`src/rtl/sst_pkg.sv`:
```
package sst_pkg;

	localparam int DEPTH_DEF = 16;
	localparam int VAL_W     = 32;
	localparam int IDX_W     = 6;
	localparam int CAP_W     = 5;
	localparam int CNT_OUT_W = 5;
	localparam logic [CAP_W-1:0] CAP_RST = 5'd16;

	typedef enum logic [1:0] {
		CMD_INSERT   = 2'd0,
		CMD_REMOVE   = 2'd1,
		CMD_CONTAINS = 2'd2,
		CMD_READ     = 2'd3
	} cmd_t;

	typedef enum logic [1:0] {
		ST_OK     = 2'd0,
		ST_FULL   = 2'd1,
		ST_DUP    = 2'd2,
		ST_ABSENT = 2'd3
	} status_t;

	typedef enum logic [3:0] {
		S_IDLE,
		S_SRCH_RD,
		S_SRCH_CMP,
		S_DECIDE,
		S_UP_RD,
		S_UP_WR,
		S_DN_RD,
		S_DN_WR,
		S_RD_WAIT,
		S_DONE
	} state_t;

	typedef struct packed {
		logic signed [VAL_W-1:0] read_value;
		logic                    found;
		logic [CNT_OUT_W-1:0]    count;
		status_t                 status;
	} res_t;

endpackage

```
`src/rtl/sorted_set_table_top.sv`:
```
// channel | signals                                      | role
// in      | in_valid, in_ready, cmd, value, index        | command transaction
// out     | out_valid, out_ready, read_value, found,     | result transaction
//         | count, status                                |
// cfg     | cfg_valid, cfg_ready, cfg_data               | capacity write
//
// One command at a time, paced by the element memory's registered read: each passes
// idle, decide and hand-off; search reads each entry below the value, stopping at the
// set's end or the first entry not below it; insert shifts entries above it up, writes
// the value; remove shifts later entries down; read-at-index reads one entry if below
// the count. Reset clears the count and sets capacity to 16; elements are not cleared.
// A stalled out_ready holds one result; the next command is taken meanwhile.
module sorted_set_table_top
	import sst_pkg::*;
#(
	parameter int DEPTH = DEPTH_DEF
) (
	input  logic                    clk,
	input  logic                    arst_n,
	input  logic                    in_valid,
	output logic                    in_ready,
	input  logic [1:0]              cmd,
	input  logic signed [VAL_W-1:0] value,
	input  logic [IDX_W-1:0]        index,
	output logic                    out_valid,
	input  logic                    out_ready,
	output logic signed [VAL_W-1:0] read_value,
	output logic                    found,
	output logic [CNT_OUT_W-1:0]    count,
	output logic [1:0]              status,
	input  logic                    cfg_valid,
	output logic                    cfg_ready,
	input  logic [CAP_W-1:0]        cfg_data
);

	logic [CAP_W-1:0] cap_q;
	logic eng_ready, res_valid, res_take;
	res_t eng_res;
	logic out_valid_q;
	res_t out_q;

	assign cfg_ready = 1'b1;

	always_ff @(posedge clk or negedge arst_n) begin
		if (!arst_n) begin
			cap_q <= CAP_RST;
		end else if (cfg_valid && cfg_ready) begin
			cap_q <= cfg_data;
		end
	end

	sst_engine #(
		.DEPTH(DEPTH)
	) u_engine (
		.clk       (clk),
		.arst_n    (arst_n),
		.cap       (cap_q),
		.start     (in_valid),
		.ready     (eng_ready),
		.cmd       (cmd_t'(cmd)),
		.value     (value),
		.idx       (index),
		.res_valid (res_valid),
		.res_take  (res_take),
		.res       (eng_res)
	);

	assign in_ready = eng_ready;
	// load the output slot when it is empty or being drained
	assign res_take = res_valid && (!out_valid_q || out_ready);

	always_ff @(posedge clk or negedge arst_n) begin
		if (!arst_n) begin
			out_valid_q <= 1'b0;
		end else if (res_take) begin
			out_valid_q <= 1'b1;
		end else if (out_ready) begin
			out_valid_q <= 1'b0;
		end
	end

	always_ff @(posedge clk) begin
		if (res_take) begin
			out_q <= eng_res;
		end
	end

	assign out_valid  = out_valid_q;
	assign read_value = out_q.read_value;
	assign found      = out_q.found;
	assign count      = out_q.count;
	assign status     = out_q.status;

`ifndef SYNTHESIS
	a_idle_not_done: assert property (@(posedge clk) disable iff (!arst_n)
		!(eng_ready && res_valid))
		else $error("engine idle and done at once");

	a_dup_found: assert property (@(posedge clk) disable iff (!arst_n)
		res_take && eng_res.status == ST_DUP |=> out_valid && found)
		else $error("duplicate insert without found");

	a_full_no_data: assert property (@(posedge clk) disable iff (!arst_n)
		res_valid && eng_res.status == ST_FULL |-> eng_res.read_value == '0)
		else $error("refused insert carries read data");

	a_slot_hold: assert property (@(posedge clk) disable iff (!arst_n)
		out_valid_q && !out_ready |=> out_valid_q && $stable(out_q))
		else $error("pending result lost");
`endif

endmodule

```
`src/rtl/sst_engine.sv`:
```
module sst_engine
	import sst_pkg::*;
#(
	parameter int DEPTH = DEPTH_DEF
) (
	input  logic                    clk,
	input  logic                    arst_n,
	input  logic [CAP_W-1:0]        cap,
	input  logic                    start,
	output logic                    ready,
	input  cmd_t                    cmd,
	input  logic signed [VAL_W-1:0] value,
	input  logic [IDX_W-1:0]        idx,
	output logic                    res_valid,
	input  logic                    res_take,
	output res_t                    res
);

	localparam int AW = (DEPTH > 1) ? $clog2(DEPTH) : 1;
	localparam int CW = $clog2(DEPTH + 1);
	localparam int KW = (CW > CAP_W) ? CW : CAP_W;
	localparam int IW = (CW > IDX_W) ? CW : IDX_W;

	state_t state_q, state_d;
	logic [CW-1:0] cnt_q, cnt_d;
	logic [CW-1:0] p_q, p_d;
	logic [CW-1:0] j_q, j_d;
	logic found_q, found_d;
	status_t status_q, status_d;
	logic signed [VAL_W-1:0] rdv_q, rdv_d;
	cmd_t cmd_q;
	logic signed [VAL_W-1:0] val_q;
	logic [IDX_W-1:0] idx_q;

	logic [VAL_W-1:0] mem [DEPTH];
	logic [VAL_W-1:0] rd_q;
	logic rd_en, wr_en;
	logic [AW-1:0] rd_addr, wr_addr;
	logic [VAL_W-1:0] wr_data;

	logic [KW-1:0] eff_cap;
	logic full, idx_hit;

	assign eff_cap = (KW'(cap) > KW'(DEPTH)) ? KW'(DEPTH) : KW'(cap);
	assign full    = KW'(cnt_q) >= eff_cap;
	assign idx_hit = IW'(idx_q) < IW'(cnt_q);

	always_ff @(posedge clk) begin
		if (wr_en) begin
			mem[wr_addr] <= wr_data;
		end
		if (rd_en) begin
			rd_q <= mem[rd_addr];
		end
	end

	always_comb begin
		state_d  = state_q;
		cnt_d    = cnt_q;
		p_d      = p_q;
		j_d      = j_q;
		found_d  = found_q;
		status_d = status_q;
		rdv_d    = rdv_q;
		rd_en    = 1'b0;
		rd_addr  = AW'(p_q);
		wr_en    = 1'b0;
		wr_addr  = AW'(j_q);
		wr_data  = rd_q;
		case (state_q)
			S_IDLE: begin
				if (start) begin
					p_d      = '0;
					found_d  = 1'b0;
					status_d = ST_OK;
					rdv_d    = '0;
					state_d  = (cmd == CMD_READ) ? S_DECIDE : S_SRCH_RD;
				end
			end
			S_SRCH_RD: begin
				if (p_q >= cnt_q) begin
					state_d = S_DECIDE;
				end else begin
					rd_en   = 1'b1;
					rd_addr = AW'(p_q);
					state_d = S_SRCH_CMP;
				end
			end
			S_SRCH_CMP: begin
				// stop at the first entry not below the value
				if ($signed(rd_q) < val_q) begin
					p_d     = p_q + 1'b1;
					state_d = S_SRCH_RD;
				end else begin
					found_d = (rd_q == val_q);
					state_d = S_DECIDE;
				end
			end
			S_DECIDE: begin
				case (cmd_q)
					CMD_INSERT: begin
						if (full) begin
							status_d = ST_FULL;
							state_d  = S_DONE;
						end else if (found_q) begin
							status_d = ST_DUP;
							state_d  = S_DONE;
						end else begin
							j_d     = cnt_q;
							state_d = S_UP_RD;
						end
					end
					CMD_REMOVE: begin
						if (found_q) begin
							j_d     = p_q;
							state_d = S_DN_RD;
						end else begin
							status_d = ST_ABSENT;
							state_d  = S_DONE;
						end
					end
					CMD_CONTAINS: begin
						status_d = found_q ? ST_OK : ST_ABSENT;
						state_d  = S_DONE;
					end
					default: begin
						if (idx_hit) begin
							rd_en   = 1'b1;
							rd_addr = AW'(idx_q);
							state_d = S_RD_WAIT;
						end else begin
							status_d = ST_ABSENT;
							state_d  = S_DONE;
						end
					end
				endcase
			end
			S_UP_RD: begin
				// walk down from the top, then drop the new value into the hole
				if (j_q == p_q) begin
					wr_en   = 1'b1;
					wr_addr = AW'(p_q);
					wr_data = val_q;
					cnt_d   = cnt_q + 1'b1;
					state_d = S_DONE;
				end else begin
					rd_en   = 1'b1;
					rd_addr = AW'(j_q - 1'b1);
					state_d = S_UP_WR;
				end
			end
			S_UP_WR: begin
				wr_en   = 1'b1;
				wr_addr = AW'(j_q);
				wr_data = rd_q;
				j_d     = j_q - 1'b1;
				state_d = S_UP_RD;
			end
			S_DN_RD: begin
				if (CW'(j_q + 1'b1) >= cnt_q) begin
					cnt_d   = cnt_q - 1'b1;
					state_d = S_DONE;
				end else begin
					rd_en   = 1'b1;
					rd_addr = AW'(j_q + 1'b1);
					state_d = S_DN_WR;
				end
			end
			S_DN_WR: begin
				wr_en   = 1'b1;
				wr_addr = AW'(j_q);
				wr_data = rd_q;
				j_d     = j_q + 1'b1;
				state_d = S_DN_RD;
			end
			S_RD_WAIT: begin
				rdv_d   = rd_q;
				state_d = S_DONE;
			end
			S_DONE: begin
				if (res_take) begin
					state_d = S_IDLE;
				end
			end
			default: begin
				state_d = S_IDLE;
			end
		endcase
	end

	always_ff @(posedge clk or negedge arst_n) begin
		if (!arst_n) begin
			state_q <= S_IDLE;
			cnt_q   <= '0;
		end else begin
			state_q <= state_d;
			cnt_q   <= cnt_d;
		end
	end

	always_ff @(posedge clk) begin
		p_q      <= p_d;
		j_q      <= j_d;
		found_q  <= found_d;
		status_q <= status_d;
		rdv_q    <= rdv_d;
		if (state_q == S_IDLE && start) begin
			cmd_q <= cmd;
			val_q <= value;
			idx_q <= idx;
		end
	end

	assign ready           = (state_q == S_IDLE);
	assign res_valid       = (state_q == S_DONE);
	assign res.read_value  = rdv_q;
	assign res.found       = found_q;
	assign res.count       = CNT_OUT_W'(cnt_q);
	assign res.status      = status_q;

endmodule

```
`config.mk`:
```
export PLATFORM = sky130hd
export DESIGN_NAME = sorted_set_table_top
export DESIGN_NICKNAME = d
export VERILOG_FILES = /design/src/rtl/sst_pkg.sv /design/src/rtl/sorted_set_table_top.sv /design/src/rtl/sst_engine.sv
export SDC_FILE = /design/constraint.sdc
export NUM_CORES = 1
export LEC_CHECK = 0
export BUFFER_PORTS_ARGS = -buffer_cell sky130_fd_sc_hd__buf_2
export CORE_MARGIN = 2
export CORE_UTILIZATION = 64
export CTS_BUF_LIST = sky130_fd_sc_hd__clkbuf_8
export DETAILED_ROUTE_END_ITERATION = 12
export GPL_TIMING_DRIVEN = 1
export HOLD_SLACK_MARGIN = 0.1
export PLACE_DENSITY = 0.82
export SLEW_MARGIN = 20
export SYNTH_ARGS = -nofsm -noshare
export SYNTH_HDL_FRONTEND = slang
export SYNTH_HIERARCHICAL = 1
export SYNTH_SLANG_ARGS = --single-unit
export TNS_END_PERCENT = 5
```
`constraint.sdc`:
```
create_clock -name clk -period 6.5 [get_ports clk]
set_input_delay 1.3 -clock clk [delete_from_list [all_inputs] [get_ports clk]]
set_output_delay 1.3 -clock clk [all_outputs]
set_load 0.02 [all_outputs]
```
# [Yosys cells after proc, flatten, opt, wreduce, memory -nomap -nowiden]
# Memory sizes are Yosys's and may differ from the RTL's. A register that Yosys moved wholly into a read port is not among the register bits.
# Cells that the tools add are included.
[classes] shift=0 reduce_logical=21 muxes=59 magnitude_cmp=6 n_mul=0 bitwise_logic=0 n_addsub=5 div=0 n_eq_ne=27
[op_table] op="two-way mux 32 bit" n=3
[op_table] op="case mux 32 bit (2 select lines)" n=1
[op_table] op="two-way mux 4 bit" n=13
[op_table] op="two-way mux 5 bit" n=8
[op_table] op="case mux 4 bit (10 select lines)" n=1
[op_table] op="== test 32 bit" n=1
[op_table] op="< comparator 32 bit" n=1
[op_table] op="case mux 5 bit (2 select lines)" n=3
[op_table] op="case mux 4 bit (3 select lines)" n=2
[op_table] op="== test 4 x 3 -> 1 bit, second input constant" n=4
[op_table] op="two-way mux 2 bit" n=8
[op_table] op="adder 5 x 1 -> 5 bit, second input constant" n=3
[op_table] op=">= comparator 5 bit" n=3
[op_table] op="case mux 5 bit (3 select lines)" n=1
[op_table] op="two-way mux 1 bit" n=14
[op_table] op="AND reduction 5 bit" n=2
[op_table] op="nonzero test 2 bit" n=5
[op_table] op="subtractor 5 x 1 -> 5 bit, second input constant" n=2
[op_table] op="inequality test 3 bit, second input constant" n=3
[op_table] op="AND reduction 3 bit" n=3
[op_table] op="== test 4 x 2 -> 1 bit, second input constant" n=2
[op_table] op="== test 4 bit, second input constant" n=2
[op_table] op="inequality test 2 x 1 -> 1 bit, second input constant" n=4
[op_table] op="< comparator 6 x 5 -> 1 bit" n=1
[op_table] op="other kinds (23)" n=28
[totals] memories=1 wordCells=135 latch_bits=0 out_inout_bits=43 romBits=0 reg_bits=140 ramBits=512
[memory_table] name="u_engine.mem" words=16 word_bits=32 rd=1 rd_ports_with_merged_regs=1 write_ports=1 line_no="sst_engine.sv:35" source="logic [VAL_W-1:0] mem [DEPTH];"

# [Longest topological paths before layout]
[logic_depth] depth_word=6 depth_mapped=14

# [Hierarchy]
# Netlist, hierarchy kept.
[modules_own_cells] mod="sst_engine" area_per_inst_um2=26086.3 instances=1 cells_each=1593
[modules_own_cells] mod="sorted_set_table_top" area_per_inst_um2=1438.9 instances=1 cells_each=56

# [Worst setup path after synthesis]
# No wires, ideal clock.
[synth_timing] kind="register to register" start="register u_engine.p_q[0]" end="register u_engine.rd_q[0] (read register of u_engine.mem) (enable)" synth_period_minus_slack_ps=4503 arrival_ps=4037 stages_incl_launch_ff=11 slack_ps=1997 setup_time_ps=466 cell_sequence="edfxtp_1 clkbuf_1 inv_1 ha_1 nand2b_1 a21o_1 a21o_1 a21o_1 a21oi_1 mux2i_1 o21ai_0"
[synth_between] elab_chain_cells=3
[synth_lines] item="from (decl)" line_no="sst_engine.sv:26" source="logic [CW-1:0] p_q, p_d;"
[synth_lines] item="from (signal assigned)" line_no="sst_engine.sv:202" source="p_q <= p_d;"
[synth_lines] item=">= comparator 5 bit / == test 5 bit (equally long branches)" line_no="sst_engine.sv:81, sst_engine.sv:140"
[synth_lines] item="two-way mux 1 bit, on equally long branches" line_no="sst_engine.sv:81, sst_engine.sv:140"
[synth_lines] item="case mux 1 bit (4 select lines) (*)" line_no="sst_engine.sv:70" source="case (state_q)"
[synth_lines] item="net u_engine.rd_en" line_no="sst_engine.sv:37" source="logic rd_en, wr_en;"
[synth_lines] item="to (decl)" line_no="sst_engine.sv:36" source="logic [VAL_W-1:0] rd_q;"
# The timed path passes the listed nets; every way through them passes the cells marked *.
# A chain may end at the register's enable or synchronous reset.

# [Worst setup path in the final report]
[layout_timing] start="register u_engine.j_q[0]" end="register u_engine.rd_q[5] (read register of u_engine.mem), data pin"
[layout_between] elab_chain_cells=4
[layout_lines] item="from (decl)" line_no="sst_engine.sv:27" source="logic [CW-1:0] j_q, j_d;"
[layout_lines] item="from (signal assigned)" line_no="sst_engine.sv:203" source="j_q <= j_d;"
[layout_lines] item="adder 5 x 1 -> 5 bit" line_no="sst_engine.sv:160" source="if (CW'(j_q + 1'b1) >= cnt_q) begin"
[layout_lines] item=">= comparator 5 bit" line_no="sst_engine.sv:160"
[layout_lines] item="two-way mux 1 bit / two-way mux 4 bit (equally long branches)" line_no="sst_engine.sv:160"
[layout_lines] item="case mux 1 bit (4 select lines) / case mux 4 bit (3 select lines) (equally long branches)" line_no="sst_engine.sv:70"
# Several ways; a longest one is shown, not always the timed one.

==> out/results.tsv <==
metric	value	unit
grt_pass1_wl	92900	um
routed_wl	63100	um
reg2reg_from	u_engine/j_q[0]	
timing.final.crit_share	0.768	
dp_hpwl	35200	um
nFillCells	2494	
max_stage_delay	0.68	ns
tightest_slew	1.08	ns
setup_viol	0	
ys.flop_type	edfxtp_1	
avgSynthCellArea	16.7	um2
peakVddDrop	0.000287	V
crit_top_cell	ha_1	
worstSetupStartpointType	flip-flop	
place.gp.congestion	0.830	
antenna_left	0	
cts.path.max_buffers	3	
dp.cells	2248	
clock_latency	0.69	ns
crit_fanout	21	
grt_pass1_vias	15653	
postCtsHoldBufs	0	
synth_fp_nets	1757	
crit_required	6.91	ns
min-delay-start	u_engine/rdv_q[12]	
clk_pin_slew_worst_paths	0.06	ns
r2r-end	u_engine/rd_q[5]	
grt_use_total	0.287	
final_cells	2433	
hold_viol	0	
crit_cells	12	
p_int	0.00836	W
ios	93	
worstPathCellList	ha_1, xor2_1, ha_1, a21o_1, a31oi_1, o211a_4, nor4_1, a211oi_2, or3b_1, buf_4, o22ai_1, or4_1	
hold_path_class	reg -> reg	
r2r_slack	1.51	ns
rsz0062_at_grt	no	
grt_overflow_total	0	
p_switching	0.00377	W
setup_tns	0	ns
power_density	395	nW/um2
root_buffer	clkbuf_8	
grt_start_max_net_pins	97	
setup.worst_path.start	u_engine/j_q[0]	
start_util	0.652	
synthArstFlopShare	0.0219	
p_comb_frac	0.253	
yosysSeqAreaShare	0.744	
endpoint	u_engine/rd_q[5]	
first_pass_iters	5	
wire_per_inst	25.9	um
ff_latch_area	20500	um2
multi_input_area	6640	um2
cts_setup_buffers	0	
post_cts_resized	0	
num_rows	75	
cp.arrival	5.40	ns
portBuffers	91	
p_seq_frac	0.485	
die_w	211	um
fmax	200	MHz
skew	0.0290	ns
final_cell_mix	669 x edfxtp_1, 259 x mux2i_1, 128 x o22ai_1	
final_common_cell	edfxtp_1	
worstSetupEndpointType	flip-flop	
clock_power_share	0.262	
cts_sinks	684	
core	42200	um2
antenna_found_initial	1	
yosys_register_bits	684	
status	finished clean	
synth_edf_count	669	
viasPerCell	6.43	
fin_nets	1924	
crit_family	compound AO/OA/AOI/OAI gates	
switching_share	0.311	
die-area	44700	um2
p_leak	11.7	nW
drt_iter0_drc	1893	
ys_warn_count	6	
synthCells	1649	
finalCriticalPeriod	4.99	ns
slowest_stage	or3b_1	
area_delta_synth_final	11.7	%
path_class	reg -> reg	
final_layout_size_suffix_gt1_frac	0.165	
cts_buffers	104	
num_vias	15634	
r2r_cells	12	
route.detailed.drc	0	
slew_viol_final	0	
htreeDepth	3	
ys_types	62	
path_buf_inv	1	
maxCapViolations	0	
slew_headroom	0.277	
cts_tree	built	
synth_area	27500	um2
die_h	211	um
per-layer routing:
metal | track usage | part of all wire | wire, um
met4 | 0.119 | 0.033 | 2080
met3 | 0.0519 | 0.091 | 5760
met2 | 0.473 | 0.49 | 31100
met5 | 0 | 0 | 0
met1 | 0.382 | 0.38 | 24100
cells by family after synthesis:
kind of cell               count (synthesis)  synth area share
DFF                                      684             0.744
muxes                                    265            0.0966
AOI/OAI and AO/OA                        251            0.0590
and+or+nand+nor                          236            0.0466
buffers and inverters                    132            0.0204
adders and majority gates                 58            0.0266
xor gates and xnor gates                  22           0.00700
other                                      1          0.000136
final cells by class:
type,count,area share
clock buffer,108,0.0484
tap,539,0.0219
antenna,1,0.0000814
multi-input combinational,833,0.216
inverter,49,0.00598
timing repair buffer,144,0.0294
sequential,684,0.666
clock inverter,75,0.0122
registers in the layout, indices dropped and copies added, names as in the netlist:
name and count:
cap_q 5, count 5, found 1, out_valid 1, read_value 32, status 2
u_engine/cmd_q 2, u_engine/cnt_q 5, u_engine/found_q 1, u_engine/idx_q 6, u_engine/j_q 5, u_engine/mem 512
u_engine/p_q 5, u_engine/rd_q 32, u_engine/rdv_q 32, u_engine/state_q 4, u_engine/status_q 2, u_engine/val_q 32
synth_stat cells, drive strengths merged, types with 7 or more instances:
master / count / area [um2]
a21o: 19 / 143
a21oi: 28 / 140
and3: 37 / 231
buf: 51 / 258
clkbuf: 32 / 120
dfrtp: 14 / 350
edfxtp: 669 / 20100
ha: 57 / 713
inv: 49 / 184
mux2i: 259 / 2590
nand2: 52 / 195
nand2b: 8 / 50.1
nand3: 16 / 85.1
nand4: 7 / 43.8
nor2: 39 / 149
nor2b: 9 / 56.3
nor3: 13 / 65.1
o21ai: 49 / 249
o22ai: 128 / 801
or4: 32 / 240
xnor2: 11 / 96.3
xor2: 11 / 96.3
power groups by stage:
stage               clock [W]  combinational, W  sequential, W
floorplan                   0           0.00206        0.00592
global placement            0           0.00288        0.00595
detailed placement          0           0.00300        0.00596
CTS                   0.00322           0.00302        0.00588
global route          0.00340           0.00328        0.00591
finish                0.00318           0.00306        0.00588
worst min path at each step:
stage	to	slack, ns	depth (start not counted)
2_1_floorplan	read_value[0]	0.40	0
3_3_place_gp	read_value[6]	0.40	0
3_5_place_dp	read_value[0]	0.40	0
4_1_cts	read_value[12]	0.41	0
5_1_grt	read_value[6]	0.42	0
6_report	read_value[12]	0.42	0
metrics by stage:
stage               setup slack (ns)  hold slack, ns   util  instance area [um2]  power [W]
finish                          1.51           0.416  0.728                30700     0.0121
global route                    1.29           0.422  0.728                30700     0.0126
CTS                             1.58           0.406  0.727                30700     0.0121
detailed placement              1.59           0.405  0.683                28900    0.00896
global placement                1.66           0.401  0.683                28900    0.00883
floorplan                       2.00           0.400      -                27500    0.00798
Note: power is estimated with default switching activity, not from simulation.
